===== src/rtl/mtse_pkg.sv =====
// Package for the multitouch slot event generator.
// Holds the default sizes, request and event codes used by mtse_front, mtse_back and the top level.
// Depends on nothing.
package mtse_pkg;

   localparam int FINGER_SLOTS_DEFAULT = 5;
   localparam int COORD_BITS_DEFAULT   = 16;
   localparam int QUEUE_DEPTH_DEFAULT  = 2;

   localparam int BUTTON_W    = 5;
   localparam int POS_W       = 16;
   localparam int TRACK_W     = 32;
   localparam int EVENT_VAL_W = 33;
   localparam int EVENT_KIND_W = 3;

   localparam logic [BUTTON_W-1:0] BUTTON_MAX = 5'd16;

   localparam logic REQ_BUTTON   = 1'b0;
   localparam logic REQ_POSITION = 1'b1;

   typedef enum logic [EVENT_KIND_W-1:0] {
      KIND_SLOT  = 3'd0,
      KIND_TRACK = 3'd1,
      KIND_X     = 3'd2,
      KIND_Y     = 3'd3,
      KIND_SYN   = 3'd4
   } event_kind_type;

   localparam logic [EVENT_VAL_W-1:0] TRACK_NONE = {EVENT_VAL_W{1'b1}};

endpackage


===== src/rtl/mtse_front.sv =====
// Front end of the multitouch slot event generator: takes input beats, keeps the
// finger mask and stored position, and turns each beat that causes events into a slot command.
// Depends on mtse_pkg.
module mtse_front #(
   parameter int FINGER_SLOTS = mtse_pkg::FINGER_SLOTS_DEFAULT,
   parameter int COORD_BITS   = mtse_pkg::COORD_BITS_DEFAULT,
   parameter int CMD_W        = 3 + 2 * FINGER_SLOTS + 2 * COORD_BITS
) (
   input  logic                          clock,
   input  logic                          reset,
   input  logic                          in_valid,
   output logic                          in_ready,
   input  logic                          in_type,
   input  logic [mtse_pkg::BUTTON_W-1:0] in_button,
   input  logic                          in_pressed,
   input  logic [mtse_pkg::POS_W-1:0]    in_x,
   input  logic [mtse_pkg::POS_W-1:0]    in_y,
   output logic                          push_valid,
   input  logic                          push_ready,
   output logic [CMD_W-1:0]              push_data
);

   logic [FINGER_SLOTS-1:0] mask_ff, mask_in;
   logic [COORD_BITS-1:0]   x_ff, x_in;
   logic [COORD_BITS-1:0]   y_ff, y_in;

   logic                    accept;
   logic                    button_ok;
   logic [FINGER_SLOTS-1:0] button_mask;
   logic [FINGER_SLOTS-1:0] mask_next;
   logic [COORD_BITS-1:0]   x_new;
   logic [COORD_BITS-1:0]   y_new;
   logic                    dx;
   logic                    dy;
   logic                    produce;

   assign in_ready = push_ready;
   assign accept   = in_valid && in_ready;

   assign button_ok   = (in_button != '0) && (in_button <= mtse_pkg::BUTTON_MAX);
   assign button_mask = FINGER_SLOTS'(32'(in_button));
   assign mask_next   = in_pressed ? (mask_ff | button_mask) : (mask_ff & ~button_mask);

   assign x_new = COORD_BITS'(32'(in_x));
   assign y_new = COORD_BITS'(32'(in_y));
   assign dx    = x_new != x_ff;
   assign dy    = y_new != y_ff;

   always_comb begin
      mask_in   = mask_ff;
      x_in      = x_ff;
      y_in      = y_ff;
      produce   = 1'b0;
      push_data = '0;
      if (in_type == mtse_pkg::REQ_BUTTON) begin
         produce   = button_ok && (mask_next != mask_ff);
         push_data = {1'b0, 1'b0, 1'b0, mask_next & ~mask_ff, mask_next ^ mask_ff,
                      x_ff, y_ff};
         if (accept && button_ok) begin
            mask_in = mask_next;
         end
      end else begin
         produce   = (dx || dy) && (mask_ff != '0);
         push_data = {1'b1, dx, dy, {FINGER_SLOTS{1'b0}}, mask_ff, x_new, y_new};
         if (accept) begin
            x_in = x_new;
            y_in = y_new;
         end
      end
   end

   assign push_valid = in_valid && produce;

   always_ff @(posedge clock) begin
      if (reset) begin
         mask_ff <= '0;
         x_ff    <= '0;
         y_ff    <= '0;
      end else begin
         mask_ff <= mask_in;
         x_ff    <= x_in;
         y_ff    <= y_in;
      end
   end

endmodule


===== src/rtl/mtse_queue.sv =====
// Short command queue between the front end and the event sequencer.
// Register array with read and write pointers. Depends on nothing.
module mtse_queue #(
   parameter int WIDTH = 8,
   parameter int DEPTH = 2
) (
   input  logic             clock,
   input  logic             reset,
   input  logic             push_valid,
   output logic             push_ready,
   input  logic [WIDTH-1:0] push_data,
   output logic             pop_valid,
   input  logic             pop_ready,
   output logic [WIDTH-1:0] pop_data
);

   localparam int PTR_W = (DEPTH > 1) ? $clog2(DEPTH) : 1;
   localparam int CNT_W = $clog2(DEPTH + 1);

   logic [WIDTH-1:0] entry_ff [DEPTH];
   logic [PTR_W-1:0] wr_ptr_ff, wr_ptr_in;
   logic [PTR_W-1:0] rd_ptr_ff, rd_ptr_in;
   logic [CNT_W-1:0] count_ff, count_in;
   logic             do_push;
   logic             do_pop;

   assign push_ready = count_ff != CNT_W'(DEPTH);
   assign pop_valid  = count_ff != '0;
   assign pop_data   = entry_ff[rd_ptr_ff];
   assign do_push    = push_valid && push_ready;
   assign do_pop     = pop_valid && pop_ready;

   always_comb begin
      wr_ptr_in = wr_ptr_ff;
      rd_ptr_in = rd_ptr_ff;
      count_in  = count_ff;
      if (do_push) begin
         wr_ptr_in = (wr_ptr_ff == PTR_W'(DEPTH - 1)) ? '0 : wr_ptr_ff + 1'b1;
      end
      if (do_pop) begin
         rd_ptr_in = (rd_ptr_ff == PTR_W'(DEPTH - 1)) ? '0 : rd_ptr_ff + 1'b1;
      end
      if (do_push && !do_pop) begin
         count_in = count_ff + 1'b1;
      end else if (do_pop && !do_push) begin
         count_in = count_ff - 1'b1;
      end
   end

   always_ff @(posedge clock) begin
      if (reset) begin
         wr_ptr_ff <= '0;
         rd_ptr_ff <= '0;
         count_ff  <= '0;
      end else begin
         wr_ptr_ff <= wr_ptr_in;
         rd_ptr_ff <= rd_ptr_in;
         count_ff  <= count_in;
      end
   end

   always_ff @(posedge clock) begin
      if (do_push) begin
         entry_ff[wr_ptr_ff] <= push_data;
      end
   end

endmodule


===== src/rtl/mtse_back.sv =====
// Event sequencer of the multitouch slot event generator: walks the slots of
// one command and emits slot, tracking id, position and sync beats.
// Depends on mtse_pkg.
module mtse_back #(
   parameter int FINGER_SLOTS = mtse_pkg::FINGER_SLOTS_DEFAULT,
   parameter int COORD_BITS   = mtse_pkg::COORD_BITS_DEFAULT,
   parameter int CMD_W        = 3 + 2 * FINGER_SLOTS + 2 * COORD_BITS
) (
   input  logic                              clock,
   input  logic                              reset,
   input  logic                              pop_valid,
   output logic                              pop_ready,
   input  logic [CMD_W-1:0]                  pop_data,
   output logic                              out_valid,
   input  logic                              out_ready,
   output logic [mtse_pkg::EVENT_KIND_W-1:0] out_kind,
   output logic [mtse_pkg::EVENT_VAL_W-1:0]  out_value,
   output logic                              out_last
);

   localparam int SLOT_W = (FINGER_SLOTS > 1) ? $clog2(FINGER_SLOTS) : 1;

   typedef enum logic [2:0] {
      ST_IDLE, ST_SCAN, ST_SLOT, ST_TRACK, ST_X, ST_Y, ST_SYN
   } state_type;

   state_type                          state_ff, state_in;
   logic                               is_pos_ff, is_pos_in;
   logic                               dx_ff, dx_in;
   logic                               dy_ff, dy_in;
   logic [FINGER_SLOTS-1:0]            press_ff, press_in;
   logic [FINGER_SLOTS-1:0]            pending_ff, pending_in;
   logic [COORD_BITS-1:0]              x_ff, x_in;
   logic [COORD_BITS-1:0]              y_ff, y_in;
   logic [SLOT_W-1:0]                  slot_ff, slot_in;
   logic [mtse_pkg::TRACK_W-1:0]       track_ff, track_in;
   logic                               valid_ff, valid_in;
   mtse_pkg::event_kind_type           kind_ff, kind_in;
   logic [mtse_pkg::EVENT_VAL_W-1:0]   value_ff, value_in;
   logic                               last_ff, last_in;

   logic                               advance;
   logic [FINGER_SLOTS-1:0]            slot_bit;
   logic [FINGER_SLOTS-1:0]            pending_left;

   assign advance      = !valid_ff || out_ready;
   assign pop_ready    = state_ff == ST_IDLE;
   assign slot_bit     = FINGER_SLOTS'(1) << slot_ff;
   assign pending_left = pending_ff & ~slot_bit;

   always_comb begin
      state_in   = state_ff;
      is_pos_in  = is_pos_ff;
      dx_in      = dx_ff;
      dy_in      = dy_ff;
      press_in   = press_ff;
      pending_in = pending_ff;
      x_in       = x_ff;
      y_in       = y_ff;
      slot_in    = slot_ff;
      track_in   = track_ff;
      valid_in   = valid_ff && !out_ready;
      kind_in    = kind_ff;
      value_in   = value_ff;
      last_in    = last_ff;
      unique case (state_ff)
         ST_IDLE: begin
            if (pop_valid) begin
               {is_pos_in, dx_in, dy_in, press_in, pending_in, x_in, y_in} = pop_data;
               slot_in  = '0;
               state_in = ST_SCAN;
            end
         end
         ST_SCAN: begin
            if ((pending_ff & slot_bit) != '0) begin
               state_in = ST_SLOT;
            end else begin
               slot_in = slot_ff + 1'b1;
            end
         end
         ST_SLOT: begin
            if (advance) begin
               valid_in = 1'b1;
               kind_in  = mtse_pkg::KIND_SLOT;
               value_in = mtse_pkg::EVENT_VAL_W'(slot_ff);
               last_in  = 1'b0;
               priority if (!is_pos_ff) begin
                  state_in = ST_TRACK;
               end else if (dx_ff) begin
                  state_in = ST_X;
               end else if (dy_ff) begin
                  state_in = ST_Y;
               end else begin
                  state_in = ST_SYN;
               end
            end
         end
         ST_TRACK: begin
            if (advance) begin
               valid_in = 1'b1;
               kind_in  = mtse_pkg::KIND_TRACK;
               last_in  = 1'b0;
               if ((press_ff & slot_bit) != '0) begin
                  value_in = mtse_pkg::EVENT_VAL_W'(track_ff);
                  track_in = track_ff + 1'b1;
                  state_in = ST_X;
               end else begin
                  value_in = mtse_pkg::TRACK_NONE;
                  state_in = ST_SYN;
               end
            end
         end
         ST_X: begin
            if (advance) begin
               valid_in = 1'b1;
               kind_in  = mtse_pkg::KIND_X;
               value_in = mtse_pkg::EVENT_VAL_W'(x_ff);
               last_in  = 1'b0;
               state_in = (!is_pos_ff || dy_ff) ? ST_Y : ST_SYN;
            end
         end
         ST_Y: begin
            if (advance) begin
               valid_in = 1'b1;
               kind_in  = mtse_pkg::KIND_Y;
               value_in = mtse_pkg::EVENT_VAL_W'(y_ff);
               last_in  = 1'b0;
               state_in = ST_SYN;
            end
         end
         ST_SYN: begin
            if (advance) begin
               valid_in   = 1'b1;
               kind_in    = mtse_pkg::KIND_SYN;
               value_in   = '0;
               last_in    = pending_left == '0;
               pending_in = pending_left;
               if (pending_left == '0) begin
                  state_in = ST_IDLE;
               end else begin
                  slot_in  = slot_ff + 1'b1;
                  state_in = ST_SCAN;
               end
            end
         end
         default: begin
            state_in = ST_IDLE;
         end
      endcase
   end

   always_ff @(posedge clock) begin
      if (reset) begin
         state_ff <= ST_IDLE;
         track_ff <= '0;
         valid_ff <= 1'b0;
      end else begin
         state_ff <= state_in;
         track_ff <= track_in;
         valid_ff <= valid_in;
      end
      is_pos_ff  <= is_pos_in;
      dx_ff      <= dx_in;
      dy_ff      <= dy_in;
      press_ff   <= press_in;
      pending_ff <= pending_in;
      x_ff       <= x_in;
      y_ff       <= y_in;
      slot_ff    <= slot_in;
      kind_ff    <= kind_in;
      value_ff   <= value_in;
      last_ff    <= last_in;
   end

   assign out_valid = valid_ff;
   assign out_kind  = kind_ff;
   assign out_value = value_ff;
   assign out_last  = last_ff;

endmodule


===== src/rtl/multitouch_slot_event_generator.sv =====
// Top level of the multitouch slot event generator.
// Instantiates mtse_front, mtse_queue and mtse_back; depends on mtse_pkg.
//
// Finger button and position beats enter on the req_ side and leave as a
// stream of slot, tracking id, position and sync beats on the rsp_ side, the
// final beat of each input marked by tlast. The front end takes one input beat
// a cycle while the command queue has room; inputs that cause no events are
// absorbed there. The sequencer then loads a command, steps over each slot that
// is not concerned up to the highest slot concerned, and emits the events of
// each slot concerned in turn; it takes the next command from the queue only
// once it is back in its idle state.
module multitouch_slot_event_generator #(
   parameter int FINGER_SLOTS = mtse_pkg::FINGER_SLOTS_DEFAULT,
   parameter int COORD_BITS   = mtse_pkg::COORD_BITS_DEFAULT,
   parameter int QUEUE_DEPTH  = mtse_pkg::QUEUE_DEPTH_DEFAULT
) (
   input  logic        clock,
   input  logic        reset,
   input  logic        req_tvalid,
   output logic        req_tready,
   input  logic [39:0] req_tdata,  // button_value, pressed, pos_x, pos_y, zero fill
   input  logic        req_tuser,  // req_type
   output logic        rsp_tvalid,
   input  logic        rsp_tready,
   output logic [39:0] rsp_tdata,  // event_value, zero fill
   output logic [2:0]  rsp_tuser,  // event_kind
   output logic        rsp_tlast
);

   localparam int CMD_W = 3 + 2 * FINGER_SLOTS + 2 * COORD_BITS;

   logic                                push_valid;
   logic                                push_ready;
   logic [CMD_W-1:0]                    push_data;
   logic                                pop_valid;
   logic                                pop_ready;
   logic [CMD_W-1:0]                    pop_data;
   logic [mtse_pkg::EVENT_VAL_W-1:0]    event_value;

   mtse_front #(
      .FINGER_SLOTS (FINGER_SLOTS),
      .COORD_BITS   (COORD_BITS),
      .CMD_W        (CMD_W)
   ) u_front (
      .clock      (clock),
      .reset      (reset),
      .in_valid   (req_tvalid),
      .in_ready   (req_tready),
      .in_type    (req_tuser),
      .in_button  (req_tdata[4:0]),
      .in_pressed (req_tdata[5]),
      .in_x       (req_tdata[21:6]),
      .in_y       (req_tdata[37:22]),
      .push_valid (push_valid),
      .push_ready (push_ready),
      .push_data  (push_data)
   );

   mtse_queue #(
      .WIDTH (CMD_W),
      .DEPTH (QUEUE_DEPTH)
   ) u_queue (
      .clock      (clock),
      .reset      (reset),
      .push_valid (push_valid),
      .push_ready (push_ready),
      .push_data  (push_data),
      .pop_valid  (pop_valid),
      .pop_ready  (pop_ready),
      .pop_data   (pop_data)
   );

   mtse_back #(
      .FINGER_SLOTS (FINGER_SLOTS),
      .COORD_BITS   (COORD_BITS),
      .CMD_W        (CMD_W)
   ) u_back (
      .clock     (clock),
      .reset     (reset),
      .pop_valid (pop_valid),
      .pop_ready (pop_ready),
      .pop_data  (pop_data),
      .out_valid (rsp_tvalid),
      .out_ready (rsp_tready),
      .out_kind  (rsp_tuser),
      .out_value (event_value),
      .out_last  (rsp_tlast)
   );

   assign rsp_tdata = {7'b0, event_value};

endmodule

===== config.mk =====
export PLATFORM = sky130hd
export DESIGN_NAME = multitouch_slot_event_generator
export DESIGN_NICKNAME = d
export VERILOG_FILES = /design/src/rtl/mtse_pkg.sv /design/src/rtl/mtse_front.sv /design/src/rtl/mtse_queue.sv /design/src/rtl/mtse_back.sv /design/src/rtl/multitouch_slot_event_generator.sv
export SDC_FILE = /design/constraint.sdc
export NUM_CORES = 1
export LEC_CHECK = 0
export ABC_AREA = 1
export BUFFER_PORTS_ARGS = -buffer_cell sky130_fd_sc_hd__buf_2
export CORE_MARGIN = 5
export CORE_UTILIZATION = 50
export DETAILED_ROUTE_END_ITERATION = 8
export GPL_TIMING_DRIVEN = 0
export MAX_ROUTING_LAYER = met4
export PLACE_DENSITY = 0.69
export REMOVE_ABC_BUFFERS = 1
export SLEW_MARGIN = 20
export SYNTH_ARGS = -nofsm -noshare
export SYNTH_HDL_FRONTEND = slang
export SYNTH_SLANG_ARGS = --single-unit

===== constraint.sdc =====
create_clock -name clock -period 3.51 [get_ports clock]
set_input_delay 0.351 -clock clock [delete_from_list [all_inputs] [get_ports clock]]
set_output_delay 0.351 -clock clock [all_outputs]
set_load 0.02 [all_outputs]

==> impl_metrics.tcl <==
set metrics [dict create \
    slowest_delay_ps 610 \
    syn_inst 1148 \
    tns_ps 0 \
    cts.path.max_buffers 3 \
    start_util_pct 50.5 \
    clk_pin_slew_ps 60 \
    numCtsBuffers 25 \
    track_usage_pct 18.6 \
    arrival_ps 3030 \
    finalMaxSlewViolations 0 \
    required_ps 3730 \
    cts_max_level 1 \
    cts-hold-fix-buffers 0 \
    coreArea_mm2 0.0226 \
    drive_gt1_share_pct 15.3 \
    cts-root-buf "clkbuf_16" \
    gp_congestion 0.894 \
    detailed_place_hpwl_um 16200 \
    outcome "complete, no violations" \
    antenna_found_initial 0 \
    cp-end-kind "register" \
    fp.dieH_um 161 \
    syn_to_final_growth_pct 13.2 \
    port_buffers 81 \
    routedWlPerCell_um 15.5 \
    slew_headroom_pct 43.8 \
    grt_max_degree 85 \
    rr_endpoint "u_queue.entry_ff[0][28]" \
    die_x_um 161 \
    cap_violations 0 \
    vias 7916 \
    yosysUniqueCellTypes 41 \
    crit_fanout 23 \
    nets 1275 \
    startpoint_type "register" \
    skew_ps 14.7 \
    crit_type "register to register" \
    reg2regPathDepth 7 \
    p_leak_nw 4.70 \
    diodes 0 \
    grt_pass1_wl_um 38700 \
    ys_ff_latch 253 \
    cts_tree "done" \
    first_iter_violations 499 \
    vias_per_cell 5.20 \
    overflow 0 \
    ir_worst_vdd_mv 0.414 \
    final_cells 1521 \
    min_from "req_tdata[28]" \
    cpMaxStageDelayCell "nor2_4" \
    fmax_mhz 355 \
    firstDrtPassIters 5 \
    rsz0062_at_grt "no" \
    synth_ff_type "edfxtp_1" \
    finalHoldViolCount 0 \
    cp_cell_sequence "inv_1 -> a21boi_1 -> nand2_2 -> a21oi_1 -> nand2_1 -> nor2_4 -> buf_12" \
    cts_sinks 253 \
    p_per_area_mw_per_mm2 746 \
    route.detailed.drc 0 \
    insertion_delay_ps 520 \
    io_pins 91 \
    dp_cells 1476 \
    hold_end "u_front.y_ff[6]" \
    yosys_warnings 0 \
    finalSetupViolCount 0 \
    ys_seq_area_share_pct 59.7 \
    post-cts-setup-buffer-count 0 \
    hold_class "primary input to register" \
    ant_nets 0 \
    rows 55 \
    postSynthAreaPerCell_um2 9.94 \
    worst_pin_slew_ps 839 \
    layout_min_cycle_time_ps 2820 \
    fillCellCount 1919 \
    ys_async_sr_fraction_pct 0 \
    reg2reg_from "u_queue.count_ff[0]" \
    synth-edff-count 175 \
    dieArea_mm2 0.0259 \
    r2r_setup_slack_ps 690 \
    whs_ps 165 \
    grt_pass1_vias 7789 \
    cts_resized 0 \
    finalCritPeriodShare_pct 80.3 \
    drt-total-wl_um 23600 \
    holdPathStages 3 \
    synth_area_mm2 0.0114 \
]
-- cell families after synthesis --
| logic type | count (synthesis) | synth area share (%) |
|---|---|---|
| buffers and inverters | 177 | 6.46 |
| xor gates and xnor gates | 38 | 2.92 |
| muxes | 40 | 3.95 |
| DFF | 253 | 59.7 |
| other | 1 | 0.0329 |
| AOI/OAI and AO/OA | 218 | 10.2 |
| and+or+nand+nor | 409 | 15.4 |
| adders and majority gates | 12 | 1.32 |
-- how the worst max path moves through the flow --
stage	slack [ps]	startpoint	depth (start not counted)	endpoint
2_1_floorplan	-690	u_queue.count_ff[0]	6	u_queue.entry_ff[0][0]
3_3_place_gp	-3650	req_tuser	5	u_queue.entry_ff[0][28]
3_5_place_dp	330	req_tuser	6	u_queue.entry_ff[0][12]
4_1_cts	660	u_queue.count_ff[0]	7	u_queue.entry_ff[0][5]
5_1_grt	440	u_queue.count_ff[0]	7	u_queue.entry_ff[0][5]
6_report	690	u_queue.count_ff[0]	7	u_queue.entry_ff[0][28]
-- through the flow --
stage	utilization [%]	area, um^2	total power, W	setup slack, ps
after floorplan	-	11200	0.00615	-686
after global placement	52.9	11900	0.00693	-3650
after detailed placement	53.7	12100	0.00710	331
after CTS	57.2	12900	0.00972	662
after global routing	57.2	12900	0.0102	436
final	57.2	12900	0.00964	692
-- routing by layer --
metal	routed length (um)	vias up	share of wire [%]	GRT usage, %
li1	-	4013	-	-
met5	0	-	0	-
met4	418	0	1.8	4.54
met2	11500	185	49	31.1
met3	1180	36	5.0	2.63
met1	10500	3682	45	24.3
-- registers in the layout, summed over array words and instances, names as in the netlist, 3 cells and up, named ones only --
signal	count
u_back.out_kind	3
u_back.out_value	33
u_back.pending_ff	5
u_back.press_ff	5
u_back.slot_ff	3
u_back.state_ff	3
u_back.track_ff	32
u_back.x_ff	16
u_back.y_ff	16
u_front.mask_ff	5
u_front.x_ff	16
u_front.y_ff	16
u_queue.entry_ff	90
-- synth_stat cells (5+ instances only) --
cell | n | share of area [%]
a21oi_1 | 84 | 3.7
buf_1 | 8 | 0.26
buf_4 | 10 | 0.66
clkbuf_1 | 26 | 0.86
dfxtp_1 | 78 | 14
edfxtp_1 | 175 | 46
ha_1 | 12 | 1.3
inv_1 | 120 | 3.9
mux2_2 | 40 | 3.9
nand2_1 | 250 | 8.2
nand3_1 | 27 | 1.2
nand3_2 | 5 | 0.44
nand4_1 | 9 | 0.49
nor2_1 | 75 | 2.5
nor3_1 | 24 | 1.1
o2111ai_1 | 13 | 1.0
o21ai_0 | 106 | 4.6
o21ai_1 | 5 | 0.22
xnor2_1 | 25 | 1.9
xor2_1 | 13 | 1.0
-- layout make-up --
class	instances	area, um^2	area share (%)
multi-input combinational	724	3910	30.3
sequential	253	6820	52.8
timing repair buffer	87	551	4.26
clock inverter	7	81.3	0.630
tap	285	357	2.76
inverter	127	479	3.71
clock buffer	38	716	5.54
-- critical path, delay by kind of cell, from the launching register on --
kind,cells,cell delay [ps]
DFF,1,320
AOI/OAI and AO/OA,2,670
buffers and inverters,2,390
and+or+nand+nor,3,1120
-- power breakdown --
part           switching, W  internal (W)  leakage, nW
Clock               0.00107       0.00155        0.387
Combinational       0.00165      0.000844         2.02
Sequential         0.000347       0.00417         2.29
-- cell usage in the layout, fill, tap and decap left out, types with 6 or more instances in the layout --
master	n
nand2_1	249
nand4_1	9
o21ai_0	106
clkbuf_16	26
nor2_1	73
inv_2	6
mux2_2	40
dfxtp_1	77
a21oi_1	83
inv_1	118
clkbuf_1	10
buf_2	80
edfxtp_1	175
xor2_1	13
o2111ai_1	13
nand3_1	27
nor3_1	24
ha_1	12
xnor2_1	25
conb_1	7
Power figures use the tool's default switching activity.
